==> src/rtl/atan2_pkg.sv <==
// ----------------------------------------------------------------------------
// atan2 package
// Shared widths, fixed-point constants and the per-stage cell payload type.
// ----------------------------------------------------------------------------
package atan2_pkg;

    localparam int COORD_WIDTH     = 16;
    localparam int ANGLE_FRAC_BITS = 13;
    localparam int ANGLE_WIDTH     = ANGLE_FRAC_BITS + 3;

    // Magnitudes of num and den; den fits in COORD_WIDTH+1 bits unsigned.
    localparam int MAG_WIDTH  = COORD_WIDTH + 1;
    // Quotient m = round(n*2^15/den), range 0..32768.
    localparam int Q_BITS     = 17;
    // Dividend n<<16 | den, divided by den<<1.
    localparam int DVD_WIDTH  = MAG_WIDTH + 17;
    localparam int DIV_CELLS  = Q_BITS;

    localparam logic [31:0] C3_Q32  = 32'd843102080;
    localparam logic [31:0] C1_Q32  = 32'd4216369394;
    localparam logic [34:0] QPI_Q32 = 35'd3373259426;
    localparam logic [34:0] TQPI_Q32 = 35'd10119778278;

    localparam int SUM_SHIFT = 47 - ANGLE_FRAC_BITS;
    localparam logic signed [ANGLE_WIDTH-1:0] ANGLE_LIMIT =
        ANGLE_WIDTH'((64'd13493037704 + (64'd1 << (31 - ANGLE_FRAC_BITS)))
                     >> (32 - ANGLE_FRAC_BITS));

    // Context carried alongside each division cell.
    typedef struct packed {
        logic                 zero;
        logic                 y_neg;
        logic                 x_neg;
        logic                 r_pos;
    } ctx_t;

    typedef struct packed {
        logic                 valid;
        ctx_t                 ctx;
        logic [DVD_WIDTH-1:0] rem;
        logic [MAG_WIDTH:0]   dvs;   // den << 1
        logic [Q_BITS-1:0]    quo;
    } cell_t;

endpackage

==> src/rtl/atan2_poly.sv <==
// ----------------------------------------------------------------------------
// atan2 polynomial
// Evaluate 0.1963*m^3 - 0.9817*m around the octant base, round, sign, clamp.
// ----------------------------------------------------------------------------
module atan2_poly (
    input  logic                              clk,
    input  logic                              rst_n,
    input  logic                              adv,
    input  logic                              in_valid,
    input  atan2_pkg::ctx_t                   in_ctx,
    input  logic [atan2_pkg::Q_BITS-1:0]      in_m,
    output logic                              out_valid,
    output logic signed [atan2_pkg::ANGLE_WIDTH-1:0] out_angle
);
    import atan2_pkg::*;

    // stage 1: m*m
    logic              v1_reg;
    ctx_t              c1_reg;
    logic [Q_BITS-1:0] m1_reg;
    logic [33:0]       sq_reg;
    // stage 2: C3*m^2
    logic              v2_reg;
    ctx_t              c2_reg;
    logic [Q_BITS-1:0] m2_reg;
    logic [65:0]       p2_reg;
    // stage 3: d = (C1-a)*m
    logic              v3_reg;
    ctx_t              c3_reg;
    logic [63:0]       d3_reg;
    // stage 4: output
    logic              v4_reg;
    logic signed [ANGLE_WIDTH-1:0] ang4_reg;

    logic [35:0] a_val;
    logic [31:0] ca_val;
    logic signed [65:0] sum_val;
    logic [65:0] mag_val;
    logic [65:0] rnd_val;
    logic signed [ANGLE_WIDTH+1:0] ang_val;
    logic signed [ANGLE_WIDTH+1:0] lim_ext;
    logic signed [ANGLE_WIDTH-1:0] ang_next;

    always_comb
    begin
        a_val   = 36'((p2_reg + (66'd1 << 29)) >> 30);
        ca_val  = 32'({4'd0, C1_Q32} - a_val);
        sum_val = c3_reg.x_neg ? $signed({16'd0, TQPI_Q32, 15'd0})
                               : $signed({16'd0, QPI_Q32, 15'd0});
        if (c3_reg.r_pos)
            sum_val = sum_val - $signed({2'd0, d3_reg});
        else
            sum_val = sum_val + $signed({2'd0, d3_reg});
        mag_val = sum_val[65] ? 66'(-sum_val) : 66'(sum_val);
        rnd_val = (mag_val + (66'd1 << (SUM_SHIFT - 1))) >> SUM_SHIFT;
        ang_val = sum_val[65] ? -$signed((ANGLE_WIDTH+2)'(rnd_val))
                              : $signed((ANGLE_WIDTH+2)'(rnd_val));
        if (c3_reg.y_neg)
            ang_val = -ang_val;
        lim_ext = (ANGLE_WIDTH+2)'(ANGLE_LIMIT);
        if (ang_val > lim_ext)
            ang_next = ANGLE_LIMIT;
        else if (ang_val < -lim_ext)
            ang_next = -ANGLE_LIMIT;
        else
            ang_next = ANGLE_WIDTH'(ang_val);
        if (c3_reg.zero)
            ang_next = '0;
    end

    always_ff @(posedge clk or negedge rst_n)
    begin
        if (!rst_n)
        begin
            v1_reg <= 1'b0;
            v2_reg <= 1'b0;
            v3_reg <= 1'b0;
            v4_reg <= 1'b0;
        end
        else if (adv)
        begin
            v1_reg <= in_valid;
            v2_reg <= v1_reg;
            v3_reg <= v2_reg;
            v4_reg <= v3_reg;
        end
    end

    always_ff @(posedge clk)
    begin
        if (adv)
        begin
            c1_reg   <= in_ctx;
            m1_reg   <= in_m;
            sq_reg   <= in_m * in_m;
            c2_reg   <= c1_reg;
            m2_reg   <= m1_reg;
            p2_reg   <= 66'(sq_reg) * 66'(C3_Q32);
            c3_reg   <= c2_reg;
            d3_reg   <= 64'(ca_val) * 64'(m2_reg);
            ang4_reg <= ang_next;
        end
    end

    assign out_valid = v4_reg;
    assign out_angle = ang4_reg;

endmodule

==> config.mk <==
export PLATFORM = sky130hd
export DESIGN_NAME = atan2_poly
export DESIGN_NICKNAME = d
export VERILOG_FILES = /design/src/rtl/atan2_pkg.sv /design/src/rtl/atan2_poly.sv
export SDC_FILE = /design/constraint.sdc
export NUM_CORES = 2
export LEC_CHECK = 0
export ABC_AREA = 1
export BUFFER_PORTS_ARGS = -buffer_cell sky130_fd_sc_hd__buf_2
export CAP_MARGIN = 0
export CORE_ASPECT_RATIO = 0.9
export CORE_MARGIN = 8
export CORE_UTILIZATION = 45
export CTS_CLUSTER_SIZE = 12
export DETAILED_ROUTE_END_ITERATION = 10
export SETUP_SLACK_MARGIN = 0.02
export SYNTH_ARGS = -nofsm -noshare
export SYNTH_HDL_FRONTEND = slang
export SYNTH_SLANG_ARGS = --single-unit
==> constraint.sdc <==
create_clock -name clk -period 10.2 [get_ports clk]
set_input_delay 3.06 -clock clk [delete_from_list [all_inputs] [get_ports clk]]
set_output_delay 3.06 -clock clk [all_outputs]
set_load 0.05 [all_outputs]
==> insert_results.sql <==
INSERT INTO impl_metrics (metric_group, metric, value, unit) VALUES
('outcome', 'run_status', 'complete, no violations', ''),
('yosys', 'synthArstFlopShare', '2.22', '%'),
('floorplan', 'core_rows', '116', ''),
('yosys', 'ys_seq_area_share', '10.7', '%'),
('yosys', 'synth.lib_cells_used.distinct', '62', ''),
('yosys', 'post_synth_instance_area', '0.0503', 'mm^2'),
('cells_and_area', 'largest_reg_flops', '49', ''),
('timing', 'worst-slew-pin-transition', '0.939', 'ns'),
('critical_path', 'cp_max_fo', '6', ''),
('clock_network', 'clk_path_buf_depth', '2', ''),
('yosys', 'synth_simple_gate_area_share', '20.9', '%'),
('yosys', 'synth_flop_cell', 'sky130_fd_sc_hd__edfxtp_1', ''),
('clock_network', 'numCtsBuffers', '17', ''),
('floorplan', 'core_box_area', '0.111', 'mm^2'),
('yosys', 'synth_fa_ha_area_share', '48.2', '%'),
('floorplan', 'initial_core_util', '45.3', '%'),
('floorplan', 'die_h', '333', 'um'),
('route', 'wl', '138000', 'um'),
('cells_and_area', 'final_nets', '7746', ''),
('timing', 'relSlewSlack', '37.4', '%'),
('yosys', 'synthCells', '6330', ''),
('yosys', 'ys_ff_latch', '180', ''),
('route', 'via_per_inst', '5.06', ''),
('grt', 'grtUsageTotal', '22.7', '%'),
('route', 'wl_per_cell', '17.7', 'um'),
('placement', 'placement.io_buffers', '41', ''),
('timing', 'setup_viol', '0', ''),
('critical_path', 'r2r.worst_path.cells', '50', ''),
('critical_path', 'rr_endpoint', 'd3_reg[48]', ''),
('hold_path', 'worst_hold_path.num_cells', '0', ''),
('hold_path', 'min-delay-start', 'm1_reg[8]', ''),
('grt', 'pin_count_of_the_biggest_net_entering_global_routing', '77', ''),
('placement', 'gp_congestion', '0.936', ''),
('floorplan', 'ioPinCount', '42', ''),
('grt', 'grt_first_pass_wirelength', '222000', 'um'),
('timing', 'maxClockFrequency', '106', 'MHz'),
('clock_network', 'clock_tree_from_tritoncts', 'built', ''),
('critical_path', 'critPathRequiredTime', '10.44', 'ns'),
('timing', 'layout_min_cycle_time', '9.47', 'ns'),
('placement', 'cell_count_after_placement', '7774', ''),
('yosys', 'main_combinational_cell_family_by_area_after_synthesis', 'adder cells', ''),
('critical_path', 'cpMaxStageDelayCell', 'sky130_fd_sc_hd__fa_1', ''),
('timing', 'setup_repair_after_global_routing_missed_its_margin', 'no', ''),
('clock_network', 'tritoncts_num_sinks', '180', ''),
('cells_and_area', 'area_growth', '5.26', '%'),
('yosys', 'synth.avg_cell_area', '7.95', 'um^2'),
('placement', 'preCtsSetupSlack', '0.384', 'ns'),
('clock_network', 'h-tree-depth', '4', ''),
('timing', 'final-hold-violation-count', '0', ''),
('hold_path', 'hold_path_end', 'm2_reg[8]', ''),
('clock_network', 'cts.reportedPaths.clkPinSlew', '0.08', 'ns'),
('placement', 'placement.cell_area', '0.0523', 'mm^2'),
('yosys', 'synth.yosys.warnings', '0', ''),
('route', 'drt_iter0_drc', '2747', ''),
('route', 'first_pass_iters', '7', ''),
('yosys', 'synth_enable_flop_cells', '176', ''),
('critical_path', 'timing.rr.start', 'p2_reg[31]', ''),
('route', 'drc_errors', '0', ''),
('grt', 'grt_pass1_vias', '41100', ''),
('floorplan', 'die-area', '0.123', 'mm^2'),
('clock_network', 'cts-root-buf', 'sky130_fd_sc_hd__clkbuf_16', ''),
('critical_path', 'crit_path_category', 'reg -> reg', ''),
('route', 'vias', '39500', ''),
('critical_path', 'crit_path_frequent_cell', 'sky130_fd_sc_hd__inv_1', ''),
('critical_path', 'timing.critical_path.from_type', 'flop', ''),
('placement', 'dp_hpwl', '120000', 'um'),
('yosys', 'yosys-mux-area-fraction', '0', '%'),
('critical_path', 'crit_path_end_kind', 'flop', ''),
('clock_network', 'cts_hold_buf', '0', ''),
('grt', 'antenna_found_initial', '0', ''),
('grt', 'grt_overflow', '0', '');
placed cells by master (no fill, tap or decap), types with 61 or more instances in the layout:
master,n
sky130_fd_sc_hd__nor2_1,483
sky130_fd_sc_hd__a21oi_1,178
sky130_fd_sc_hd__inv_1,1567
sky130_fd_sc_hd__o21ai_0,82
sky130_fd_sc_hd__edfxtp_1,176
sky130_fd_sc_hd__ha_1,504
sky130_fd_sc_hd__fa_1,896
sky130_fd_sc_hd__nand4_1,61
sky130_fd_sc_hd__nand2_1,1434
sky130_fd_sc_hd__nand3_1,263
sky130_fd_sc_hd__xor2_1,99
sky130_fd_sc_hd__buf_4,84
area by class of cell:
type / instances / area [um^2]
multi-input cells: 4382 / 38200
repair buffers: 125 / 845
fillers: 11000 / 58100
inverters: 1615 / 6080
clock buffers: 17 / 425
clock inverters: 15 / 175
diodes: 1 / 2.50
well taps: 1475 / 1850
flip-flops and latches: 180 / 5390
what timing repair did:
item,4_1_cts,5_1_grt
setup endpoints to repair,0,7
gates resized for setup,0,4
setup buffers,0,3
logic make-up after synthesis:
family          Yosys count
simple gates           2461
buf+inv                1770
fa+ha+maj              1400
compound gates          367
flops                   180
xor+xnor                150
other cells               2
synth_stat cells (all sizes together) (2+ instances only):
master | n | area share, %
a211oi | 7 | 0.10
a21boi | 3 | 0.045
a21o | 5 | 0.075
a21oi | 189 | 2.0
a221oi | 2 | 0.035
a31oi | 14 | 0.17
a41oi | 2 | 0.035
and2 | 2 | 0.025
and3 | 3 | 0.037
buf | 36 | 0.45
clkbuf | 119 | 0.89
clkinv | 9 | 0.070
conb | 2 | 0.015
dfrtp | 4 | 0.20
edfxtp | 176 | 11
fa | 896 | 36
ha | 504 | 13
inv | 1606 | 12
nand2 | 1497 | 12
nand3 | 281 | 3.0
nand3b | 14 | 0.23
nand4 | 61 | 0.76
nor2 | 545 | 4.5
nor3 | 30 | 0.32
nor4 | 9 | 0.11
o2111ai | 3 | 0.052
o211ai | 6 | 0.090
o21a | 10 | 0.15
o21ai | 90 | 0.90
o21bai | 16 | 0.26
o221ai | 8 | 0.14
o31ai | 7 | 0.10
or2 | 17 | 0.21
xnor2 | 51 | 0.89
xor2 | 99 | 1.7
routing by layer:
metal | global-route usage, % | part of all wire (%)
met5 | 0 | 0
met4 | 7.90 | 3.8
met3 | 2.49 | 4.7
met2 | 38.8 | 48
met1 | 29.9 | 44
through the flow:
step / util (%) / hold WS (ns)
2_1_floorplan: - / 0.400
4_1_cts: 47.7 / 0.418
5_1_grt: 47.7 / 0.419
3_5_place_dp: 47.1 / 0.405
6_report: 47.7 / 0.417
3_3_place_gp: 47.1 / 0.401
worst max-delay path: cells and delay by family, from the launching register on:
family,cells,cell delay (ns)
xor gates and xnor gates,1,0.17
buffers and inverters,16,1.53
and+or+nand+nor,13,1.39
AOI/OAI and AO/OA,13,2.25
DFF,1,0.39
adders and majority gates,7,3.47
worst max path at each step:
| stage | start | to | slack [ns] | depth (start not counted) |
|---|---|---|---|---|
| 2_1_floorplan | in_m[11] | sq_reg[33] | 0.91 | 31 |
| 3_3_place_gp | in_m[5] | sq_reg[32] | 0.47 | 36 |
| 3_5_place_dp | in_m[5] | sq_reg[32] | 0.38 | 36 |
| 4_1_cts | p2_reg[31] | d3_reg[47] | 0.60 | 48 |
| 5_1_grt | p2_reg[31] | d3_reg[47] | 0.05 | 49 |
| 6_report | p2_reg[31] | d3_reg[48] | 0.73 | 50 |
Power is left out: the tool's default activity adds up to more than one toggle a clock period on the data nets, which glitch-free logic cannot reach.
