### src/rtl/atan2_pkg.sv
// ----------------------------------------------------------------------------
// atan2 package
// Shared widths, fixed-point constants and the per-stage cell payload type.
// ----------------------------------------------------------------------------
package atan2_pkg;

    localparam int COORD_WIDTH     = 16;
    localparam int ANGLE_FRAC_BITS = 13;
    localparam int ANGLE_WIDTH     = ANGLE_FRAC_BITS + 3;

    // Magnitudes of num and den; den fits in COORD_WIDTH+1 bits unsigned.
    localparam int MAG_WIDTH  = COORD_WIDTH + 1;
    // Quotient m = round(n*2^15/den), range 0..32768.
    localparam int Q_BITS     = 17;
    // Dividend n<<16 | den, divided by den<<1.
    localparam int DVD_WIDTH  = MAG_WIDTH + 17;
    localparam int DIV_CELLS  = Q_BITS;

    localparam logic [31:0] C3_Q32  = 32'd843102080;
    localparam logic [31:0] C1_Q32  = 32'd4216369394;
    localparam logic [34:0] QPI_Q32 = 35'd3373259426;
    localparam logic [34:0] TQPI_Q32 = 35'd10119778278;

    localparam int SUM_SHIFT = 47 - ANGLE_FRAC_BITS;
    localparam logic signed [ANGLE_WIDTH-1:0] ANGLE_LIMIT =
        ANGLE_WIDTH'((64'd13493037704 + (64'd1 << (31 - ANGLE_FRAC_BITS)))
                     >> (32 - ANGLE_FRAC_BITS));

    // Context carried alongside each division cell.
    typedef struct packed {
        logic                 zero;
        logic                 y_neg;
        logic                 x_neg;
        logic                 r_pos;
    } ctx_t;

    typedef struct packed {
        logic                 valid;
        ctx_t                 ctx;
        logic [DVD_WIDTH-1:0] rem;
        logic [MAG_WIDTH:0]   dvs;   // den << 1
        logic [Q_BITS-1:0]    quo;
    } cell_t;

endpackage

### src/rtl/atan2_div_cell.sv
// ----------------------------------------------------------------------------
// atan2 divider cell
// One restoring-division step: resolve one quotient bit and pass on.
// ----------------------------------------------------------------------------
module atan2_div_cell (
    input  logic            clk,
    input  logic            rst_n,
    input  logic            adv,
    input  logic [4:0]      bit_pos,
    input  atan2_pkg::cell_t cell_in,
    output atan2_pkg::cell_t cell_out
);
    import atan2_pkg::*;

    logic                 valid_reg;
    ctx_t                 ctx_reg;
    logic [DVD_WIDTH-1:0] rem_reg;
    logic [MAG_WIDTH:0]   dvs_reg;
    logic [Q_BITS-1:0]    quo_reg;
    cell_t cell_next;
    logic [DVD_WIDTH+Q_BITS-1:0] trial;
    logic [DVD_WIDTH+Q_BITS-1:0] shifted_dvs;

    always_comb
    begin
        cell_next   = cell_in;
        shifted_dvs = (DVD_WIDTH+Q_BITS)'(cell_in.dvs) << bit_pos;
        trial       = (DVD_WIDTH+Q_BITS)'(cell_in.rem);
        if (trial >= shifted_dvs)
        begin
            cell_next.rem = DVD_WIDTH'(trial - shifted_dvs);
            cell_next.quo = cell_in.quo | (Q_BITS'(1) << bit_pos);
        end
    end

    always_ff @(posedge clk or negedge rst_n)
    begin
        if (!rst_n)
            valid_reg <= 1'b0;
        else if (adv)
            valid_reg <= cell_next.valid;
    end

    always_ff @(posedge clk)
    begin
        if (adv)
        begin
            ctx_reg <= cell_next.ctx;
            rem_reg <= cell_next.rem;
            dvs_reg <= cell_next.dvs;
            quo_reg <= cell_next.quo;
        end
    end

    assign cell_out = {valid_reg, ctx_reg, rem_reg, dvs_reg, quo_reg};

endmodule

### config.mk
export PLATFORM = sky130hd
export DESIGN_NAME = atan2_div_cell
export DESIGN_NICKNAME = d
export VERILOG_FILES = /design/src/rtl/atan2_pkg.sv /design/src/rtl/atan2_div_cell.sv
export SDC_FILE = /design/constraint.sdc
export NUM_CORES = 1
export LEC_CHECK = 0
export ABC_AREA = 0
export BUFFER_PORTS_ARGS = -buffer_cell sky130_fd_sc_hd__buf_4
export CORE_MARGIN = 2
export CORE_UTILIZATION = 55
export CTS_BUF_LIST = sky130_fd_sc_hd__clkbuf_2 sky130_fd_sc_hd__clkbuf_4 sky130_fd_sc_hd__clkbuf_8
export CTS_CLUSTER_DIAMETER = 100
export CTS_CLUSTER_SIZE = 30
export DETAILED_ROUTE_END_ITERATION = 16
export GPL_ROUTABILITY_DRIVEN = 0
export PLACE_DENSITY = 0.78
export SLEW_MARGIN = 10
export SYNTH_ARGS = -nofsm -noshare
export SYNTH_HDL_FRONTEND = slang
export SYNTH_SLANG_ARGS = --single-unit
### constraint.sdc
create_clock -name clk -period 2.26 [get_ports clk]
set_clock_uncertainty 0.2 [all_clocks]
set_input_delay 0.113 -clock clk [delete_from_list [all_inputs] [get_ports clk]]
set_output_delay 0.113 -clock clk [all_outputs]
set_load 0.02 [all_outputs]
==> metrics.md, run 1 <==
| Metric | Value |
|---|---|
| Cell area after synthesis | 0.00607 mm2 |
| Die X | 109 um |
| Unique masters post-synth | 68 |
| Synth top area cells | edfxtp_1, mux2_4, ha_1 |
| Initial Util | 0.563 |
| Htree depth | 3 |
| Synth Instances | 606 |
| Error | [ERROR DPL-0038] Utilization greater than 100%, impossible to legalize |
| I/O pins | 156 |
| Area leader, netlist | edfxtp_1 |
| DP Worst Slack | -1.97 ns |
| DP Wirelength | 15900 um |
| Worst ep type | register data pin |
| Avg Cell Area, Syn | 10.0 um2 |
| Top post-synthesis cells by count | edfxtp_1, nand2_1, a21oi_1 |
| # port buffers | 155 |
| Halt Stage | global routing |
| Longest Clk Path Bufs | 2 |
| Top cell type's share of synthesized area | 0.361 |
| Root buffer cell | clkbuf_8 |
| Die Height | 109 um |
| Post-synth net total | 723 |
| Clk sinks | 74 |
| Asr flop ratio synth | 0.0135 |
| Placed cell area | 0.00873 mm2 |
| #FFs+latches synth | 74 |
| Most common cell in the netlist | edfxtp_1 |
| Predominant post-synthesis flop cell | edfxtp_1 |
| Std cell rows | 38 |
| Grt repair worst endpoint | rem_reg[32]$_DFFE_PP_/D |
| Pin count of the biggest net entering global routing | 41 |
| Outcome | aborted with a tool error |
| Total CTS buffers | 9 |
| Seq/Total Area, Yosys | 0.365 |
| YS warnings | 0 |
| Number of synthesized flops with an enable pin | 73 |
## what timing repair did
action	CTS
hold buffers	76
gates cloned	3
pin swaps	29
buffers inserted	11
endpoints found under the hold margin	75
resized for setup	101
setup endpoints to repair	51
## per-stage QoR
step	hold slack (ns)	cells
detailed placement	-0.308	1047
global placement	-0.312	1047
CTS	0.0643	1152
floorplan	-0.383	606
## cells by family after synthesis
logic type | share of synthesized area
xor+xnor | 0.0404
simple gates | 0.118
fa+ha+maj | 0.0733
buf+inv | 0.0474
compound gates | 0.199
mux | 0.157
flops | 0.365
==> run 2, diff against run 1 <==
--- a/config.mk
+++ b/config.mk
@@ -8,13 +8,10 @@
 export ABC_AREA = 0
 export BUFFER_PORTS_ARGS = -buffer_cell sky130_fd_sc_hd__buf_4
 export CORE_MARGIN = 2
-export CORE_UTILIZATION = 55
-export CTS_BUF_LIST = sky130_fd_sc_hd__clkbuf_2 sky130_fd_sc_hd__clkbuf_4 sky130_fd_sc_hd__clkbuf_8
-export CTS_CLUSTER_DIAMETER = 100
-export CTS_CLUSTER_SIZE = 30
+export CORE_UTILIZATION = 40
 export DETAILED_ROUTE_END_ITERATION = 16
 export GPL_ROUTABILITY_DRIVEN = 0
-export PLACE_DENSITY = 0.78
+export PLACE_DENSITY_LB_ADDON = 0.15
 export SLEW_MARGIN = 10
 export SYNTH_ARGS = -nofsm -noshare
 export SYNTH_HDL_FRONTEND = slang
==> metrics.md, run 2 <==
| Metric | Value |
|---|---|
| DP Wirelength | 15300 um (was 15900 um) |
| Root buffer cell | clkbuf_16 (was clkbuf_8) |
| Vias | 6795 |
| Largest stage delay, worst path | 0.36 ns |
| Highest Clock Rate | 0.275 GHz |
| Synth Area in Adders | 0.0733 (unchanged) |
| Leak | 4.83 nW |
| Pin count of the biggest net entering global routing | 34 |
| Unique masters post-synth | 68 (unchanged) |
| DRC viols | 0 |
| Top cell type's share of synthesized area | 0.361 (unchanged) |
| Initial antenna violation count | 0 |
| Hold Path Class | in -> reg |
| Max VDD drop | 0.000377 V |
| Switching share of power | 0.340 |
| First-pass GRT wire length | 35200 um |
| Failing checks | setup timing |
| Top cell by count, worst path | a21oi_2 |
| YS warnings | 0 (unchanged) |
| Final Cycle Share | 1.61 |
| Seq/Total Area, Yosys | 0.365 (unchanged) |
| Asr flop ratio synth | 0.0135 (unchanged) |
| Most frequent cells in the layout | buf_4, dlygate4sd3_1, edfxtp_1, nand2_1, mux2_4 |
| Crit path buf inv count | 5 |
| Iteration-0 DRC Markers | 542 |
| CP Data Required Time | 2.16 ns |
| Switching pwr | 2.16 mW |
| Synth Area in Compound Gates | 0.199 (unchanged) |
| GRT Total Usage | 0.276 |
| CP arrival | 3.53 ns |
| Max-Cap Viols | 0 |
| Outcome | finished, violations left (was aborted with a tool error) |
| Worst-path clk slew | 0.06 ns |
| Final nets | 1157 |
| Longest Clk Path Bufs | 2 (unchanged) |
| Predominant post-synthesis flop cell | edfxtp_1 (unchanged) |
| Largest register FFs | 34 |
| Worst setup EP type | register |
| # port buffers | 155 (unchanged) |
| Relative slew slack | 0.686 |
| Final WS setup | -1.37 ns |
| Crit path time final | 3.63 ns |
| #FFs+latches synth | 74 (unchanged) |
| Fillers | 1029 |
| Slew Limit Fails | 0 |
| P&R area growth vs syn | 81.0% |
| Family with the most delay on the worst path | compound AO/OA/AOI/OAI gates |
| Number of synthesized flops with an enable pin | 73 (unchanged) |
| Die X | 127 um (was 109 um) |
| Initial Util | 0.404 (was 0.563) |
| Synth Instances | 606 (unchanged) |
| Total wire length after detailed routing | 23000 um |
| Avg Cell Area, Syn | 10.0 um2 (unchanged) |
| Sequential power share | 0.273 |
| Die Height | 127 um (was 109 um) |
| Critical Path Source Type | input port |
| TritonCTS clock tree | yes |
| Internal | 4.20 mW |
| Clock power share | 0.238 |
| Htree depth | 3 (unchanged) |
| Most common cell after layout, fill and taps aside | buf_4 |
| RSZ-0062 raised after global routing | true |
| Area leader, netlist | edfxtp_1 (unchanged) |
| GRT overflow | 0 |
| Worst Setup Path Type | in -> reg |
| Tightest Pin Transition | 0.470 ns |
| Core area | 0.0150 mm2 |
| Die Area | 0.0162 mm2 |
| Simple-Gate Fraction of Synth Area | 0.118 (unchanged) |
| Synth top area cells | edfxtp_1, mux2_4, ha_1 (unchanged) |
| Vias in the first global route | 6877 |
| Cell area after synthesis | 0.00607 mm2 (unchanged) |
| Std cell rows | 45 (was 38) |
| Pre-antenna DRT Iters | 5 |
| Most common cell in the netlist | edfxtp_1 (unchanged) |
| Fin. Hold Viols | 0 |
| Ant diodes | 0 |
| Post-synth net total | 723 (unchanged) |
| Pwr dens | 579 mW/mm2 |
| I/O pins | 156 (unchanged) |
| Top post-synthesis cells by count | edfxtp_1, nand2_1, a21oi_1 (unchanged) |
| Main combinational cell family by area after synthesis | compound AO/OA/AOI/OAI gates (unchanged) |
| Clk sinks | 74 (unchanged) |
| Final total power | 6.36 mW |
| CP cell instances | buf_12 -> buf_8 -> mux2i_4 -> nand2_1 -> o21ai_2 -> o32ai_4 -> buf_6 -> nor2_1 -> o32a_1 -> ha_1 -> a21oi_2 -> o21bai_1 -> a21oi_2 -> nor2_1 -> a211o_1 -> a21oi_2 -> o21ai_4 -> nand2_4 -> buf_6 -> buf_16 -> mux2_4 |
| Worst-path cell with the longest stage delay | o32a_1 |
| Drt wl/cell | 18.6 um |
| Clock Latency Late Sink | 0.34 ns |
| Fraction of final layout cells with drive strength greater than 1 | 0.539 |
| Mux share of post-synthesis cell area | 0.157 (unchanged) |
| Setup TNS | -65.39 ns |
| Final Setup Violations | 51 |
| Xor/xnor share of the synthesized area | 0.0404 (unchanged) |
| Combinational Power Share | 0.488 |
| Total CTS buffers | 9 (unchanged) |
| Worst-path fanout max | 8 |
| Post-route antenna net violation count | 0 |
| Vias per cell | 5.51 |
-- run 2: cell type report --
cell class / instances / area [um2] / area share
clock buffer: 9 / 225 / 0.0205
timing repair buffer: 459 / 3830 / 0.349
clock inverter: 7 / 81.3 / 0.00740
multi-input combinational: 467 / 4290 / 0.390
tap: 188 / 235 / 0.0214
sequential: 74 / 2220 / 0.202
inverter: 29 / 113 / 0.0102
-- run 2: worst paths after layout --
kind,slack [ns],to,startpoint,depth (start not counted)
min in group asynchronous,0.41,valid_reg$_DFFE_PN0P_,rst_n,3
hold reg to reg,0.31,valid_reg$_DFFE_PN0P_,valid_reg$_DFFE_PN0P_,1
hold / removal,0.02,rem_reg[12]$_DFFE_PP_,cell_in[47],3
max in group asynchronous,1.35,valid_reg$_DFFE_PN0P_,rst_n,3
setup reg to reg,1.32,valid_reg$_DFFE_PN0P_,valid_reg$_DFFE_PN0P_,1
setup / recovery,-1.37,rem_reg[28]$_DFFE_PP_,bit_pos[1],21
-- run 2: what timing repair did --
action                     CTS  global route
resized for setup          121            51
cloned                       3             0
hold buffers                76             0
hold endpoints to repair    92             0
setup buffers               31             8
pin swaps                   47            36
setup endpoints to repair   51            51
-- run 2: kinds of logic after synthesis --
logic type,Yosys count
adder cells (fa/ha/maj),35
AO/OA/AOI/OAI,176
flip-flops,74
AND/OR/NAND/NOR,158
buffers and inverters,65
multiplexers,70
XOR/XNOR,28
-- run 2: metal layers --
metal | global-route usage | vias to the layer above | share of wire
li1 | - | 3174 | -
met1 | 0.352 | 3247 | 0.41
met2 | 0.469 | 299 | 0.49
met3 | 0.0486 | 75 | 0.058
met4 | 0.104 | 0 | 0.035
met5 | 0 | - | 0
-- run 2: through the flow --
stage,hold slack (ns),setup WS (ns),std cells,util,area [um2]
CTS,0.00561,-1.30,1230,0.715,10800
global route,0.0173,-1.49,1233,0.731,11000
finish,0.0186,-1.37,1233,0.731,11000
global placement,-0.312,-1.93,1104,0.589,8850
detailed placement,-0.311,-1.96,1104,0.589,8850
floorplan,-0.383,-1.64,606,-,6250
-- run 2: power by group through the flow --
stage          Sequential, mW  Combinational [mW]  Clock [mW]
3_3_place_gp             1.76                2.47           0
6_report                 1.74                3.11        1.52
4_1_cts                  1.74                2.94        1.53
5_1_grt                  1.75                3.30        1.60
2_1_floorplan            1.96                1.22           0
3_5_place_dp             1.77                2.52           0
Note: power is estimated with default switching activity, not from simulation.
==> run 3, diff against run 2 <==
--- a/config.mk
+++ b/config.mk
@@ -8,7 +8,7 @@
 export ABC_AREA = 0
 export BUFFER_PORTS_ARGS = -buffer_cell sky130_fd_sc_hd__buf_4
 export CORE_MARGIN = 2
-export CORE_UTILIZATION = 40
+export CORE_UTILIZATION = 59
 export DETAILED_ROUTE_END_ITERATION = 16
 export GPL_ROUTABILITY_DRIVEN = 0
 export PLACE_DENSITY_LB_ADDON = 0.15
==> metrics.md, run 3 <==
| Metric | Value |
|---|---|
| Std cell rows | 37 (was 45) |
| Asr flop ratio synth | 0.0135 (unchanged) |
| Main combinational cell family by area after synthesis | compound AO/OA/AOI/OAI gates (unchanged) |
| Error | [ERROR DPL-0038] Utilization greater than 100%, impossible to legalize |
| Mux share of post-synthesis cell area | 0.157 (unchanged) |
| Synth Area in Adders | 0.0733 (unchanged) |
| Unique masters post-synth | 68 (unchanged) |
| Post_cts resized | 133 (was 121) |
| Post-synth net total | 723 (unchanged) |
| Die X | 105 um (was 127 um) |
| Top cell type's share of synthesized area | 0.361 (unchanged) |
| # port buffers | 155 (unchanged) |
| Longest Clk Path Bufs | 2 (unchanged) |
| Htree depth | 3 (unchanged) |
| Die Height | 105 um (was 127 um) |
| I/O pins | 156 (unchanged) |
| Dpl cells | 1043 (was 1104) |
| Setup Buffers After CTS | 24 (was 31) |
| Top post-synthesis cells by count | edfxtp_1, nand2_1, a21oi_1 (unchanged) |
| Predominant post-synthesis flop cell | edfxtp_1 (unchanged) |
| Initial Util | 0.599 (was 0.404) |
| Clk sinks | 74 (unchanged) |
| Outcome | aborted with a tool error (was finished, violations left) |
| #FFs+latches synth | 74 (unchanged) |
| Simple-Gate Fraction of Synth Area | 0.118 (unchanged) |
| Synth Instances | 606 (unchanged) |
| YS warnings | 0 (unchanged) |
| Avg Cell Area, Syn | 10.0 um2 (unchanged) |
| Most common cell in the netlist | edfxtp_1 (unchanged) |
| Synth Area in Compound Gates | 0.199 (unchanged) |
| Total CTS buffers | 9 (unchanged) |
| Cell area after synthesis | 0.00607 mm2 (unchanged) |
| Halt Stage | clock tree synthesis |
| Root buffer cell | clkbuf_8 (was clkbuf_16) |
| Number of synthesized flops with an enable pin | 73 (unchanged) |
| Seq/Total Area, Yosys | 0.365 (unchanged) |
| Number of buffers inserted by hold repair at cts | 75 (was 76) |
| DP Wirelength | 15600 um (was 15300 um) |
| Area leader, netlist | edfxtp_1 (unchanged) |
| Xor/xnor share of the synthesized area | 0.0404 (unchanged) |
| Synth top area cells | edfxtp_1, mux2_4, ha_1 (unchanged) |
run 3: per-stage QoR:
stage | setup WS [ns] | area (um2) | TNS (ns) | hold WS, ns | utilization
floorplan | -1.64 | 6250 | -78.96 | -0.383 | -
global placement | -1.85 | 8750 | -87.36 | -0.312 | 0.863
detailed placement | -1.97 | 8750 | -93.64 | -0.310 | 0.863
run 3: cell families after synthesis:
family	Yosys count
adder cells (fa/ha/maj)	35
AND/OR/NAND/NOR	158
multiplexers	70
XOR/XNOR	28
buffers and inverters	65
flip-flops	74
AO/OA/AOI/OAI	176
